$ cat src/rtl/apde_pkg.sv
`timescale 1ns / 1ps
// ----------------------------------------------------------------------------
// apde_pkg
// Shared widths, register map and reset values of the annulus distance unit.
// ----------------------------------------------------------------------------
package apde_pkg;

    localparam int VALUE_BITS    = 8;
    localparam int HW_BITS       = 8;
    localparam int DIST_BITS     = 17;
    localparam int APB_DATA_BITS = 32;
    localparam int APB_ADDR_BITS = 5;

    localparam logic [HW_BITS-1:0]   HW_RESET = 8'd10;
    localparam logic [DIST_BITS-1:0] DIST_MAX = '1;

    // register index, taken from paddr[4:2]
    typedef enum logic [2:0] {
        REG_CENTER_COL  = 3'd0,
        REG_CENTER_ROW  = 3'd1,
        REG_RADIUS      = 3'd2,
        REG_HALF_WIDTH  = 3'd3,
        REG_FOUND       = 3'd4
    } t_reg_idx;

endpackage

$ cat src/rtl/apde_pix_if.sv
`timescale 1ns / 1ps
// ----------------------------------------------------------------------------
// apde_pix_if
// Pixel beat channel: column, row and gray value with valid/ready.
// ----------------------------------------------------------------------------
interface apde_pix_if
    import apde_pkg::*;
#(
    parameter int COORD_BITS = 12
);
    logic                  valid;
    logic                  ready;
    logic [COORD_BITS-1:0] pixel_col;
    logic [COORD_BITS-1:0] pixel_row;
    logic [VALUE_BITS-1:0] pixel_value;

    modport source (output valid, pixel_col, pixel_row, pixel_value, input ready);
    modport sink   (input valid, pixel_col, pixel_row, pixel_value, output ready);
endinterface

$ cat src/rtl/apde_dist_if.sv
`timescale 1ns / 1ps
// ----------------------------------------------------------------------------
// apde_dist_if
// Ring result channel: radial distance and gray value with valid/ready.
// ----------------------------------------------------------------------------
interface apde_dist_if
    import apde_pkg::*;
();
    logic                  valid;
    logic                  ready;
    logic [DIST_BITS-1:0]  radial_distance;
    logic [VALUE_BITS-1:0] ring_value;

    modport source (output valid, radial_distance, ring_value, input ready);
    modport sink   (input valid, radial_distance, ring_value, output ready);
endinterface

$ cat src/rtl/apde_cfg_regs.sv
`timescale 1ns / 1ps
// ----------------------------------------------------------------------------
// apde_cfg_regs
// APB register file holding the circle geometry and the enable.
// ----------------------------------------------------------------------------
module apde_cfg_regs
    import apde_pkg::*;
#(
    parameter int COORD_BITS = 12
) (
    input  logic                     i_clk,
    input  logic                     i_rst_n,
    input  logic                     psel,
    input  logic                     penable,
    input  logic                     pwrite,
    input  logic [APB_ADDR_BITS-1:0] paddr,
    input  logic [APB_DATA_BITS-1:0] pwdata,
    output logic [APB_DATA_BITS-1:0] prdata,
    output logic [COORD_BITS-1:0]    o_center_col,
    output logic [COORD_BITS-1:0]    o_center_row,
    output logic [COORD_BITS-1:0]    o_radius,
    output logic [HW_BITS-1:0]       o_half_width,
    output logic                     o_found
);

    logic [COORD_BITS-1:0] r_center_col;
    logic [COORD_BITS-1:0] r_center_row;
    logic [COORD_BITS-1:0] r_radius;
    logic [HW_BITS-1:0]    r_half_width;
    logic                  r_found;
    logic                  wr_en;
    t_reg_idx              idx;

    assign wr_en = psel && penable && pwrite;
    assign idx   = t_reg_idx'(paddr[4:2]);

    always_ff @(posedge i_clk) begin
        if (!i_rst_n) begin
            r_center_col <= '0;
            r_center_row <= '0;
            r_radius     <= '0;
            r_half_width <= HW_RESET;
            r_found      <= 1'b0;
        end else if (wr_en) begin
            unique case (idx)
                REG_CENTER_COL: r_center_col <= pwdata[COORD_BITS-1:0];
                REG_CENTER_ROW: r_center_row <= pwdata[COORD_BITS-1:0];
                REG_RADIUS:     r_radius     <= pwdata[COORD_BITS-1:0];
                REG_HALF_WIDTH: r_half_width <= pwdata[HW_BITS-1:0];
                REG_FOUND:      r_found      <= pwdata[0];
                default: ;
            endcase
        end
    end

    always_comb begin
        unique case (idx)
            REG_CENTER_COL: prdata = APB_DATA_BITS'(r_center_col);
            REG_CENTER_ROW: prdata = APB_DATA_BITS'(r_center_row);
            REG_RADIUS:     prdata = APB_DATA_BITS'(r_radius);
            REG_HALF_WIDTH: prdata = APB_DATA_BITS'(r_half_width);
            REG_FOUND:      prdata = APB_DATA_BITS'(r_found);
            default:        prdata = '0;
        endcase
    end

    assign o_center_col = r_center_col;
    assign o_center_row = r_center_row;
    assign o_radius     = r_radius;
    assign o_half_width = r_half_width;
    assign o_found      = r_found;

endmodule

$ cat src/rtl/apde_front.sv
`timescale 1ns / 1ps
// ----------------------------------------------------------------------------
// apde_front
// Three stages: offsets, squares, then squared distance against the ring.
// ----------------------------------------------------------------------------
module apde_front
    import apde_pkg::*;
#(
    parameter int COORD_BITS = 12
) (
    input  logic                    i_clk,
    input  logic                    i_rst_n,
    input  logic [COORD_BITS-1:0]   i_center_col,
    input  logic [COORD_BITS-1:0]   i_center_row,
    input  logic [COORD_BITS-1:0]   i_radius,
    input  logic [HW_BITS-1:0]      i_half_width,
    input  logic                    i_found,
    input  logic                    i_valid,
    output logic                    o_ready,
    input  logic [COORD_BITS-1:0]   i_col,
    input  logic [COORD_BITS-1:0]   i_row,
    input  logic [VALUE_BITS-1:0]   i_value,
    output logic                    o_valid,
    input  logic                    i_ready,
    output logic [2*COORD_BITS:0]   o_d2,
    output logic [VALUE_BITS-1:0]   o_value
);

    localparam int SQ_BITS = 2 * COORD_BITS;
    localparam int D2_BITS = SQ_BITS + 1;
    localparam int RO_BITS = COORD_BITS + 1;

    logic s1_rdy, s2_rdy, s3_rdy;

    // stage 1: absolute offsets and ring radii
    logic                  r_s1_valid;
    logic [COORD_BITS-1:0] r_s1_dx, r_s1_dy, r_s1_ri;
    logic [RO_BITS-1:0]    r_s1_ro;
    logic [VALUE_BITS-1:0] r_s1_value;
    logic [COORD_BITS-1:0] n_s1_dx, n_s1_dy, n_s1_ri;
    logic [RO_BITS-1:0]    n_s1_ro;

    // stage 2: squares
    logic                  r_s2_valid;
    logic [SQ_BITS-1:0]    r_s2_sqx, r_s2_sqy, r_s2_ri2;
    logic [2*RO_BITS-1:0]  r_s2_ro2;
    logic [VALUE_BITS-1:0] r_s2_value;

    // stage 3: ring test, drop pixels outside
    logic                  r_s3_valid;
    logic [D2_BITS-1:0]    r_s3_d2;
    logic [VALUE_BITS-1:0] r_s3_value;
    logic [D2_BITS-1:0]    n_s3_d2;
    logic                  n_s3_keep;

    assign s3_rdy  = !r_s3_valid || i_ready;
    assign s2_rdy  = !r_s2_valid || s3_rdy;
    assign s1_rdy  = !r_s1_valid || s2_rdy;
    assign o_ready = s1_rdy;

    always_comb begin
        n_s1_dx = (i_col >= i_center_col) ? i_col - i_center_col : i_center_col - i_col;
        n_s1_dy = (i_row >= i_center_row) ? i_row - i_center_row : i_center_row - i_row;
        n_s1_ro = RO_BITS'(i_radius) + RO_BITS'(i_half_width);
        // clamp the inner radius at zero
        n_s1_ri = (i_radius > COORD_BITS'(i_half_width))
                  ? i_radius - COORD_BITS'(i_half_width) : '0;
    end

    always_comb begin
        n_s3_d2   = D2_BITS'(r_s2_sqx) + D2_BITS'(r_s2_sqy);
        n_s3_keep = ((D2_BITS+1)'(n_s3_d2) <= (D2_BITS+1)'(r_s2_ro2))
                    && (n_s3_d2 >= D2_BITS'(r_s2_ri2));
    end

    always_ff @(posedge i_clk) begin
        if (!i_rst_n) begin
            r_s1_valid <= 1'b0;
            r_s2_valid <= 1'b0;
            r_s3_valid <= 1'b0;
        end else begin
            if (s1_rdy) r_s1_valid <= i_valid && i_found;
            if (s2_rdy) r_s2_valid <= r_s1_valid;
            if (s3_rdy) r_s3_valid <= r_s2_valid && n_s3_keep;
        end
    end

    always_ff @(posedge i_clk) begin
        if (s1_rdy) begin
            r_s1_dx    <= n_s1_dx;
            r_s1_dy    <= n_s1_dy;
            r_s1_ri    <= n_s1_ri;
            r_s1_ro    <= n_s1_ro;
            r_s1_value <= i_value;
        end
        if (s2_rdy) begin
            r_s2_sqx   <= SQ_BITS'(r_s1_dx) * SQ_BITS'(r_s1_dx);
            r_s2_sqy   <= SQ_BITS'(r_s1_dy) * SQ_BITS'(r_s1_dy);
            r_s2_ri2   <= SQ_BITS'(r_s1_ri) * SQ_BITS'(r_s1_ri);
            r_s2_ro2   <= (2*RO_BITS)'(r_s1_ro) * (2*RO_BITS)'(r_s1_ro);
            r_s2_value <= r_s1_value;
        end
        if (s3_rdy) begin
            r_s3_d2    <= n_s3_d2;
            r_s3_value <= r_s2_value;
        end
    end

    assign o_valid = r_s3_valid;
    assign o_d2    = r_s3_d2;
    assign o_value = r_s3_value;

endmodule

$ cat src/rtl/apde_isqrt.sv
`timescale 1ns / 1ps
// ----------------------------------------------------------------------------
// apde_isqrt
// Pipelined restoring square root, one root bit per stage, floor result.
// ----------------------------------------------------------------------------
module apde_isqrt
    import apde_pkg::*;
#(
    parameter int ROOT_BITS = 17
) (
    input  logic                   i_clk,
    input  logic                   i_rst_n,
    input  logic                   i_valid,
    output logic                   o_ready,
    input  logic [2*ROOT_BITS-1:0] i_radicand,
    input  logic [VALUE_BITS-1:0]  i_value,
    output logic                   o_valid,
    input  logic                   i_ready,
    output logic [ROOT_BITS-1:0]   o_root,
    output logic [VALUE_BITS-1:0]  o_value
);

    localparam int RAD_BITS = 2 * ROOT_BITS;
    localparam int REM_BITS = ROOT_BITS + 2;

    logic                  r_valid [ROOT_BITS];
    logic [REM_BITS-1:0]   r_rem   [ROOT_BITS];
    logic [ROOT_BITS-1:0]  r_root  [ROOT_BITS];
    logic [RAD_BITS-1:0]   r_rad   [ROOT_BITS];
    logic [VALUE_BITS-1:0] r_value [ROOT_BITS];
    logic                  stg_rdy [ROOT_BITS+1];

    assign stg_rdy[ROOT_BITS] = i_ready;

    for (genvar k = 0; k < ROOT_BITS; k++) begin : g_stage
        logic                  p_valid;
        logic [REM_BITS-1:0]   p_rem;
        logic [ROOT_BITS-1:0]  p_root;
        logic [RAD_BITS-1:0]   p_rad;
        logic [VALUE_BITS-1:0] p_value;
        logic [REM_BITS-1:0]   rem_sh;
        logic [REM_BITS-1:0]   trial;
        logic [REM_BITS-1:0]   n_rem;
        logic [ROOT_BITS-1:0]  n_root;

        if (k == 0) begin : g_head
            assign p_valid = i_valid;
            assign p_rem   = '0;
            assign p_root  = '0;
            assign p_rad   = i_radicand;
            assign p_value = i_value;
        end else begin : g_body
            assign p_valid = r_valid[k-1];
            assign p_rem   = r_rem[k-1];
            assign p_root  = r_root[k-1];
            assign p_rad   = r_rad[k-1];
            assign p_value = r_value[k-1];
        end

        assign stg_rdy[k] = !r_valid[k] || stg_rdy[k+1];

        // bring down the next two radicand bits, try root*4+1
        always_comb begin
            rem_sh = {p_rem[ROOT_BITS-1:0], p_rad[RAD_BITS-1-2*k -: 2]};
            trial  = {p_root, 2'b01};
            if (rem_sh >= trial) begin
                n_rem  = rem_sh - trial;
                n_root = {p_root[ROOT_BITS-2:0], 1'b1};
            end else begin
                n_rem  = rem_sh;
                n_root = {p_root[ROOT_BITS-2:0], 1'b0};
            end
        end

        always_ff @(posedge i_clk) begin
            if (!i_rst_n) begin
                r_valid[k] <= 1'b0;
            end else if (stg_rdy[k]) begin
                r_valid[k] <= p_valid;
            end
        end

        always_ff @(posedge i_clk) begin
            if (stg_rdy[k]) begin
                r_rem[k]   <= n_rem;
                r_root[k]  <= n_root;
                r_rad[k]   <= p_rad;
                r_value[k] <= p_value;
            end
        end
    end

    assign o_ready = stg_rdy[0];
    assign o_valid = r_valid[ROOT_BITS-1];
    assign o_root  = r_root[ROOT_BITS-1];
    assign o_value = r_value[ROOT_BITS-1];

endmodule

$ cat src/rtl/annulus_pixel_distance_extractor_unit.sv
`timescale 1ns / 1ps
// ----------------------------------------------------------------------------
// annulus_pixel_distance_extractor_unit
// Annular region-of-interest filter emitting gray value and radial distance.
// ----------------------------------------------------------------------------
// Each pixel beat (column, row, gray value) is tested against a ring around
// the configured circle center: squared distance between the squared inner
// radius max(radius - half_width, 0) and the squared outer radius
// (radius + half_width), bounds inclusive. A pixel in the ring yields one
// result beat carrying its gray value and floor(sqrt(d2) * 2^DIST_FRAC_BITS),
// saturated at the 17-bit field; any other pixel, and every pixel while
// circle_found is 0, yields nothing. The unit takes one pixel per clock
// unless result back-pressure has filled the pipeline. A pixel passes
// through three front stages (offsets, squares, ring test), one
// square-root stage per root bit, and the output register.
// Registers (APB, byte address 4*index): center_col, center_row,
// circle_radius, ring_half_width, circle_found. Write them only while no
// pixel is in flight. No clearing pass follows reset.
// ----------------------------------------------------------------------------
module annulus_pixel_distance_extractor_unit
    import apde_pkg::*;
#(
    parameter int COORD_BITS     = 12,
    parameter int DIST_FRAC_BITS = 4
) (
    input  logic                     i_clk,
    input  logic                     i_rst_n,
    apde_pix_if.sink                 i_pix,
    apde_dist_if.source              o_dist,
    input  logic                     psel,
    input  logic                     penable,
    input  logic                     pwrite,
    input  logic [APB_ADDR_BITS-1:0] paddr,
    input  logic [APB_DATA_BITS-1:0] pwdata,
    output logic [APB_DATA_BITS-1:0] prdata,
    output logic                     pready
);

    localparam int D2_BITS   = 2 * COORD_BITS + 1;
    localparam int ROOT_BITS = COORD_BITS + 1 + DIST_FRAC_BITS;
    localparam int RAD_BITS  = 2 * ROOT_BITS;
    localparam int SAT_BITS  = (ROOT_BITS > DIST_BITS) ? ROOT_BITS : DIST_BITS;

    // configuration
    logic [COORD_BITS-1:0] cfg_center_col;
    logic [COORD_BITS-1:0] cfg_center_row;
    logic [COORD_BITS-1:0] cfg_radius;
    logic [HW_BITS-1:0]    cfg_half_width;
    logic                  cfg_found;

    // front to root pipeline
    logic                  fr_valid;
    logic                  fr_ready;
    logic [D2_BITS-1:0]    fr_d2;
    logic [VALUE_BITS-1:0] fr_value;
    logic [RAD_BITS-1:0]   fr_radicand;

    // root pipeline to output register
    logic                  sq_valid;
    logic                  sq_ready;
    logic [ROOT_BITS-1:0]  sq_root;
    logic [VALUE_BITS-1:0] sq_value;
    logic [SAT_BITS-1:0]   sq_root_ext;
    logic [DIST_BITS-1:0]  n_out_dist;

    // output register
    logic                  r_out_valid;
    logic [DIST_BITS-1:0]  r_out_dist;
    logic [VALUE_BITS-1:0] r_out_value;

    assign pready = 1'b1;

    apde_cfg_regs #(
        .COORD_BITS (COORD_BITS)
    ) u_cfg (
        .i_clk        (i_clk),
        .i_rst_n      (i_rst_n),
        .psel         (psel),
        .penable      (penable),
        .pwrite       (pwrite),
        .paddr        (paddr),
        .pwdata       (pwdata),
        .prdata       (prdata),
        .o_center_col (cfg_center_col),
        .o_center_row (cfg_center_row),
        .o_radius     (cfg_radius),
        .o_half_width (cfg_half_width),
        .o_found      (cfg_found)
    );

    // offsets, squares and ring test; pixels outside the ring become bubbles
    apde_front #(
        .COORD_BITS (COORD_BITS)
    ) u_front (
        .i_clk        (i_clk),
        .i_rst_n      (i_rst_n),
        .i_center_col (cfg_center_col),
        .i_center_row (cfg_center_row),
        .i_radius     (cfg_radius),
        .i_half_width (cfg_half_width),
        .i_found      (cfg_found),
        .i_valid      (i_pix.valid),
        .o_ready      (i_pix.ready),
        .i_col        (i_pix.pixel_col),
        .i_row        (i_pix.pixel_row),
        .i_value      (i_pix.pixel_value),
        .o_valid      (fr_valid),
        .i_ready      (fr_ready),
        .o_d2         (fr_d2),
        .o_value      (fr_value)
    );

    // scale by 4^frac so the integer root carries the fraction bits
    assign fr_radicand = RAD_BITS'(fr_d2) << (2 * DIST_FRAC_BITS);

    apde_isqrt #(
        .ROOT_BITS (ROOT_BITS)
    ) u_isqrt (
        .i_clk      (i_clk),
        .i_rst_n    (i_rst_n),
        .i_valid    (fr_valid),
        .o_ready    (fr_ready),
        .i_radicand (fr_radicand),
        .i_value    (fr_value),
        .o_valid    (sq_valid),
        .i_ready    (sq_ready),
        .o_root     (sq_root),
        .o_value    (sq_value)
    );

    // saturate the root into the distance field
    always_comb begin
        sq_root_ext = SAT_BITS'(sq_root);
        if (sq_root_ext > SAT_BITS'(DIST_MAX)) begin
            n_out_dist = DIST_MAX;
        end else begin
            n_out_dist = sq_root_ext[DIST_BITS-1:0];
        end
    end

    // output register: load when empty or when the held beat leaves
    assign sq_ready = !r_out_valid || o_dist.ready;

    always_ff @(posedge i_clk) begin
        if (!i_rst_n) begin
            r_out_valid <= 1'b0;
        end else if (sq_ready) begin
            r_out_valid <= sq_valid;
        end
    end

    always_ff @(posedge i_clk) begin
        if (sq_ready) begin
            r_out_dist  <= n_out_dist;
            r_out_value <= sq_value;
        end
    end

    assign o_dist.valid           = r_out_valid;
    assign o_dist.radial_distance = r_out_dist;
    assign o_dist.ring_value      = r_out_value;

    // a finished root must hold while the output beat is stalled
    a_root_held_on_stall : assert property (@(posedge i_clk) disable iff (!i_rst_n)
        sq_valid && r_out_valid && !o_dist.ready |=> sq_valid && $stable(sq_root))
        else $error("root pipeline advanced while output was stalled");

    // the output register only fills from a valid root beat
    a_out_from_root : assert property (@(posedge i_clk) disable iff (!i_rst_n)
        $rose(r_out_valid) |-> $past(sq_valid))
        else $error("output beat appeared without a root beat");

    // reset empties the output register
    a_reset_empties : assert property (@(posedge i_clk)
        !i_rst_n |=> !r_out_valid)
        else $error("output valid after reset");

endmodule

$ cat src/flat_wrapper.sv
// flat-port wrapper written by rule: the top's interface ports become plain ports
module annulus_pixel_distance_extractor_unit_flat import apde_pkg::*;
#(
    parameter int COORD_BITS     = 12,
    parameter int DIST_FRAC_BITS = 4
)
  (i_clk, i_rst_n, psel, penable, pwrite, paddr, pwdata, prdata, pready, i_pix_valid, i_pix_pixel_col, i_pix_pixel_row, i_pix_pixel_value, i_pix_ready, o_dist_valid, o_dist_radial_distance, o_dist_ring_value, o_dist_ready);
  apde_pix_if #(.COORD_BITS(COORD_BITS)) i_pix_i ();
  apde_dist_if o_dist_i ();
  input  logic i_clk;
  input  logic i_rst_n;
  input  logic psel;
  input  logic penable;
  input  logic pwrite;
  input  logic [APB_ADDR_BITS-1:0] paddr;
  input  logic [APB_DATA_BITS-1:0] pwdata;
  output logic [APB_DATA_BITS-1:0] prdata;
  output logic pready;
  input wire logic [$bits(i_pix_i.valid)-1:0] i_pix_valid;
  input wire logic [$bits(i_pix_i.pixel_col)-1:0] i_pix_pixel_col;
  input wire logic [$bits(i_pix_i.pixel_row)-1:0] i_pix_pixel_row;
  input wire logic [$bits(i_pix_i.pixel_value)-1:0] i_pix_pixel_value;
  output wire logic [$bits(i_pix_i.ready)-1:0] i_pix_ready;
  output wire logic [$bits(o_dist_i.valid)-1:0] o_dist_valid;
  output wire logic [$bits(o_dist_i.radial_distance)-1:0] o_dist_radial_distance;
  output wire logic [$bits(o_dist_i.ring_value)-1:0] o_dist_ring_value;
  input wire logic [$bits(o_dist_i.ready)-1:0] o_dist_ready;
  assign i_pix_i.valid = i_pix_valid;
  assign i_pix_i.pixel_col = i_pix_pixel_col;
  assign i_pix_i.pixel_row = i_pix_pixel_row;
  assign i_pix_i.pixel_value = i_pix_pixel_value;
  assign i_pix_ready = i_pix_i.ready;
  assign o_dist_valid = o_dist_i.valid;
  assign o_dist_radial_distance = o_dist_i.radial_distance;
  assign o_dist_ring_value = o_dist_i.ring_value;
  assign o_dist_i.ready = o_dist_ready;
  annulus_pixel_distance_extractor_unit #(.COORD_BITS(COORD_BITS), .DIST_FRAC_BITS(DIST_FRAC_BITS)) u_core (.i_clk(i_clk), .i_rst_n(i_rst_n), .i_pix(i_pix_i), .o_dist(o_dist_i), .psel(psel), .penable(penable), .pwrite(pwrite), .paddr(paddr), .pwdata(pwdata), .prdata(prdata), .pready(pready));
endmodule
$ cat config.mk
export PLATFORM = sky130hd
export DESIGN_NAME = annulus_pixel_distance_extractor_unit_flat
export DESIGN_NICKNAME = d
export VERILOG_FILES = /design/src/rtl/apde_pkg.sv /design/src/rtl/apde_pix_if.sv /design/src/rtl/apde_dist_if.sv /design/src/rtl/apde_cfg_regs.sv /design/src/rtl/apde_front.sv /design/src/rtl/apde_isqrt.sv /design/src/rtl/annulus_pixel_distance_extractor_unit.sv /design/src/flat_wrapper.sv
export SDC_FILE = /design/constraint.sdc
export NUM_CORES = 2
export LEC_CHECK = 0
export ABC_AREA = 1
export BUFFER_PORTS_ARGS = -buffer_cell sky130_fd_sc_hd__buf_2
export CORE_UTILIZATION = 46
export CTS_BUF_LIST = sky130_fd_sc_hd__clkbuf_4
export DETAILED_ROUTE_END_ITERATION = 12
export PLACE_DENSITY_LB_ADDON = 0.2
export SLEW_MARGIN = 20
export SYNTH_ARGS = -nofsm -noshare
export SYNTH_HDL_FRONTEND = slang
export SYNTH_SLANG_ARGS = --single-unit
$ cat constraint.sdc
create_clock -name i_clk -period 17 [get_ports i_clk]
set_input_delay 2.55 -clock i_clk [delete_from_list [all_inputs] [get_ports i_clk]]
set_output_delay 2.55 -clock i_clk [all_outputs]
set_load 0.1 [all_outputs]
-- After elaboration in Yosys (flattened, before gate mapping)
Memory sizes are Yosys's and may differ from the RTL's. A register that Yosys moved wholly into a read port is not among the register bits.
Index checks and enable logic that the tools add are counted.
- bits in registers: 262
- latch bits: 0
- memory bits (writable): 1343
- memory bits (read-only): 0
- bits of input ports: 76
- logic and storage cells: 275
- memories: 5
- add/subtract/negate cells: 24
- $mul: 4
- divide/modulo/power cells: 0
- order comparisons: 23
- equal/unequal tests: 4
- shift operators: 0
- multiplexer cells: 123
- bitwise logic cells: 17
- reduce and logical (&&, ||, !) cells: 53
- memory list (memory ; words ; width ; rd ports ; clocked after Yosys merged registers in ; wr ports ; RTL line ; RTL):
    u_core.u_isqrt.r_rad ; 17 ; 34 ; 16 ; 0 ; 17 ; apde_isqrt.sv:29 ; logic [RAD_BITS-1:0] r_rad [ROOT_BITS];
    u_core.u_isqrt.r_rem ; 17 ; 19 ; 16 ; 0 ; 17 ; apde_isqrt.sv:27 ; logic [REM_BITS-1:0] r_rem [ROOT_BITS];
    u_core.u_isqrt.r_root ; 17 ; 17 ; 17 ; 0 ; 17 ; apde_isqrt.sv:28 ; logic [ROOT_BITS-1:0] r_root [ROOT_BITS];
    u_core.u_isqrt.r_value ; 17 ; 8 ; 17 ; 1 ; 17 ; apde_isqrt.sv:30 ; logic [VALUE_BITS-1:0] r_value [ROOT_BITS];
    u_core.u_isqrt.r_valid ; 17 ; 1 ; 17 ; 0 ; 17 ; apde_isqrt.sv:26 ; logic r_valid [ROOT_BITS];
- operators by type and width (cell ; number):
    $mux 19 ; 17
    $ge 19x19->1 ; 16
    $sub 19x19->19 ; 16
    $mux 1 ; 103
    $mul 12x12->24 ; 3
    $pmux 12 s5 ; 1
    $sub 12x12->12 ; 4
    $le 25x26->1 ; 1
    $mul 13x13->26 ; 1
    $add 24x24->25 ; 1
    $ge 25x24->1 ; 1
    $ge 12x12->1 ; 2
    $mux 12 ; 2
    $logic_not 1->1 ; 21
    $logic_or 1x1->1 ; 21
    $gt 17x17->1 const B ; 1
    $or 1x1->1 ; 17
    $add 12x8->13 ; 1
    $gt 12x8->1 ; 1
    $sub 12x8->12 ; 1
    $reduce_and 2->1 ; 5
    $eq 3x2->1 const B ; 2
    $logic_and 1x1->1 ; 5
    $eq 3x1->1 const B ; 1
    other kinds (4) ; 4

-- Logic depth before layout (Yosys ltp)
- depth after elaboration: 23
- depth in mapped cells: 26
- mapped depth without buffers: 25

-- By module
From an unflattened synthesis, not the netlist that was laid out.
- cells, all modules: 6767
- area total of the unflattened synthesis: 68906.1 um2
- modules (own cells, without submodules) (module ; instances ; cells an instance ; area each (um2)):
    apde_isqrt ; 1 ; 2973 ; 36956.7
    apde_front ; 1 ; 3364 ; 28723.8
    apde_cfg_regs ; 1 ; 379 ; 2349.8
    annulus_pixel_distance_extractor_unit ; 1 ; 51 ; 875.8

-- Worst setup path before layout
No wires, ideal clock.
- kind: in2out
- start: input port o_dist_ready
- end: output port i_pix_ready
- data arrival time: 7655 ps
- setup slack: 6795 ps
- stages on the path: 12
- buffers on the path: 0
- cells stage by stage: inv_2 -> nand3_2 -> nor2_4 -> nand4_4 -> nor2_4 -> nand4_4 -> nor2_4 -> nand4_4 -> nor2_4 -> nand4_4 -> nor2_4 -> nand3_2
- RTL lines (element ; RTL line ; RTL):
    start, declared ; flat_wrapper.sv:27 ; input wire logic [$bits(o_dist_i.ready)-1:0] o_dist_ready;
    end, declared ; flat_wrapper.sv:23 ; output wire logic [$bits(i_pix_i.ready)-1:0] i_pix_ready;

==> results.txt <==
Post-route clock period utilization = 0.647
Proportion of synthesized flip-flops having asynchronous set or reset = 0
Peak ir drop on the vdd network = 0.231 mV
Clock-pin slew on the worst setup and hold paths = 0.06 ns
Most repeated library cell on the critical path = nor2_4
Post-CTS setup buffer count = 0
Sequential cell area = 0.0288 mm2
Worst slew slack as a fraction of its limit = 0.291
Standard-cell rows = 134
Antenna viol nets, final = 0
Count of boundary I/O pins = 136
Final setup fails = 0
Critical Path Max Stage Delay = 0.66 ns
Final hold viol count = 0
Setup repair after global routing missed its margin = false
Vertical die dimension = 370 um
PnR worst setup slack = 6.01 ns
Cell depth of the worst flop-to-flop path = 12
Clk Tree Root Cell = clkbuf_4
Total number of vias = 40400
CP Cell Sequence = buf_2 > inv_2 > nand3_2 > nor2_4 > nand4_4 > nor2_4 > nand4_4 > nor2_4 > nand4_4 > nor2_4 > nand4_4 > nor2_4 > nand3_4 > buf_2
Area share of the largest cell type after synthesis = 0.447
Synthesized netlist cell count = 6067
Worst endpoint data arrival time = 8.44 ns
Share of the yosys chip area belonging to registers = 0.463
Total area of multi-input combinational cells = 0.0279 mm2
Fill cell instance count of the final layout = 12300
Total negative slack for setup checks = 0 ns
Number of clock buffers inserted by TritonCTS = 282
Worst hold-check path type = reg -> reg
Flip-flop cell with the highest count after synthesis = edfxtp_1
Clock skew = 0.0877 ns
Yosys warning total = 0
Initial detailed-routing violation count = 2120
Horizontal die dimension = 370 um
Number of sinks handled by clock tree synthesis = 975
Total wire length after detailed routing = 119 mm
Met3 Resource Use GR = 0.0349
Most instantiated library cell after synthesis = inv_1
Total DRC errors in the routed layout = 0
Remaining global-route overflow = 0
Busiest metal layer after global routing = met2
Worst-margin pin slew = 1.06 ns
Launching element of the worst setup path = o_dist_ready
Maximum buffer depth of the clock tree = 4
Outcome = complete, no violations
Beginning of the worst register-to-register path = u_core.o_dist.valid
Area contributors post-synth = edfxtp_1 (45%), fa_1 (11%), ha_1 (11%)
Worst skew pair latency = 1.13 ns
Library cell occupying the most area in the post-synthesis netlist = edfxtp_1
Power Dens Cells = 198 mW/mm2
Post-synthesis cell area = 0.0622 mm2
Post-cts hold buffer count = 0
Worst-path fanout max = 48
Vias in the first global route = 41100
Most numerous cell types in the synthesized netlist = inv_1 (1328), nand2_1 (942), edfxtp_1 (925)
Setup slack of the most critical reg-to-reg path = 10.24 ns
CTS-repair resized insts = 0
Global-route met1 utilization = 0.215
Kind of end point of the critical path = output pin
Post-DR wirelength/cell = 14.4 um
Number of flops mapped to enable cells by yosys = 925
First-pass GRT wire length = 198 mm
Core footprint = 0.134 mm2
Clock tree from TritonCTS = yes
Final min period = 10.99 ns
Post-synthesis to final-layout area growth = 8.68%
Quantity of I/O buffers inserted on ports = 92
Number of pins with negative max-slew slack in the final report = 0
Average vias per placed instance = 4.89
Largest net degree at the start of global routing = 68
HPWL after DPL = 92.2 mm
Worst Path Required = 14.45 ns
GR Util met2 = 0.313
Final RePlAce weighted congestion = 0.874
Share of post-route cells with drive strength above 1 = 0.0895
FMAX = 91.0 MHz
Post-placement setup slack = 5.78 ns
Initial Utilization = 0.465
Capturing instance or port of the critical path = i_pix_ready
Syn_area_per_cell = 10.3 um2
Library cell contributing the largest single delay on the critical path = nand4_4
Cell leakage power = 32.6 nW
Number of nets at the end of the flow = 7301
H-Tree Depth = 5
Crit Path Class = in -> out
Element type at the critical path start = primary input
Detailed-routing iteration count for the pre-antenna-repair pass = 7
Number of maximum-capacitance constraint violations = 0
Total global routing track utilization = 0.179
#FFs+latches synth = 975
Area of the die = 0.137 mm2
Initial antenna violation count = 6
Destination of the worst register-to-register timing path = u_core.u_front.r_s2_sqy[11]
Count of different cell masters after synthesis = 67
-- worst max-delay path, delay by kind of cell --
family / cells / cell delay [ns]
and+or+nand+nor: 11 / 5.28
buffers and inverters: 3 / 0.56
-- final cells by class --
type | count | area share
Antenna cell | 8 | 0.000296
Clock buffer | 378 | 0.0420
Clock inverter | 52 | 0.00350
Inverter | 1334 | 0.0741
Multi-Input combinational cell | 3636 | 0.412
Sequential cell | 975 | 0.426
Tap cell | 1768 | 0.0327
Timing Repair Buffer | 116 | 0.00948
-- metal layers --
layer	vias to the layer above	share of wire
met5	-	0.00033
met4	6	0.028
met3	232	0.044
met2	742	0.50
met1	19000	0.43
li1	20400	-
-- cells by family (layout without fill, tap and decap cells) --
logic type | Yosys count | in the layout | share of synthesized area
AND/OR/NAND/NOR | 1531 | 1531 | 0.103
multiplexers | 8 | 8 | 0.00131
XOR/XNOR | 322 | 322 | 0.0453
other | 2 | 30 | 0.000121
buffers and inverters | 1476 | 1880 | 0.0910
adder cells (fa/ha/maj) | 880 | 880 | 0.218
AO/OA/AOI/OAI | 873 | 873 | 0.0777
flip-flops | 975 | 975 | 0.463
-- stage by stage --
step	cells	util	hold WS [ns]	total power [mW]	cell area, um2
floorplan	6087	-	0.400	9.71	62300
global route	8266	0.505	0.335	14.8	67600
CTS	8259	0.505	0.338	13.6	67600
finish	8267	0.505	0.356	13.4	67600
detailed placement	7829	0.482	0.405	11.5	64500
global placement	7829	0.482	0.400	11.4	64500
-- power by group --
part	leakage [nW]	internal [mW]	switching (mW)
Sequential	10.0	3.82	0.412
Combinational	20.8	2.86	4.32
Clock	1.87	1.03	0.917
-- how the worst min path moves through the flow --
stage                                  startpoint                                end  slack, ns  cells past startpoint
floorplan           u_core.u_isqrt.r_value[16][0]        u_core.o_dist.ring_value[0]       0.40                      0
detailed placement  u_core.u_isqrt.r_root[0][282]  u_core.o_dist.radial_distance[10]       0.40                      0
CTS                   u_core.u_isqrt.r_rad[0][22]        u_core.u_isqrt.r_rad[0][56]       0.34                      0
global placement     u_core.u_isqrt.r_value[1][1]       u_core.u_isqrt.r_value[2][1]       0.40                      0
finish                u_core.u_isqrt.r_rad[0][22]        u_core.u_isqrt.r_rad[0][56]       0.36                      0
global route          u_core.u_isqrt.r_rad[0][22]        u_core.u_isqrt.r_rad[0][56]       0.33                      0
-- state kept, by name, summed over array words and instances, names as in the netlist, 23 cells and up --
| signal | cells |
|---|---|
| u_core.u_front.o_d2 | 25 |
| u_core.u_front.r_s2_ri2 | 23 |
| u_core.u_front.r_s2_ro2 | 25 |
| u_core.u_front.r_s2_sqx | 23 |
| u_core.u_front.r_s2_sqy | 23 |
| u_core.u_isqrt.r_rad | 165 |
| u_core.u_isqrt.r_rem | 247 |
| u_core.u_isqrt.r_root | 144 |
| u_core.u_isqrt.r_value | 136 |
-- cell usage in the layout, fill, tap and decap left out, types with 15 or more instances in the layout --
cell type	synthesis	routed
nor3_1	52	51
buf_4	23	24
or2_2	21	21
nand4_1	42	42
clkinv_1	0	36
a21o_1	17	17
nand3_1	115	115
buf_2	17	92
nor4_1	18	18
nand2_1	942	939
dfxtp_1	50	50
o2111ai_1	15	15
a31oi_1	18	18
o21ai_0	289	289
conb_1	2	22
xor2_1	197	197
clkbuf_4	0	378
xnor2_1	125	125
o21ai_1	32	32
inv_1	1328	1327
ha_1	537	537
o211ai_1	17	17
edfxtp_1	925	925
nor2_1	290	290
a21oi_1	385	385
fa_1	343	343
Note: power is estimated with default switching activity, not from simulation.
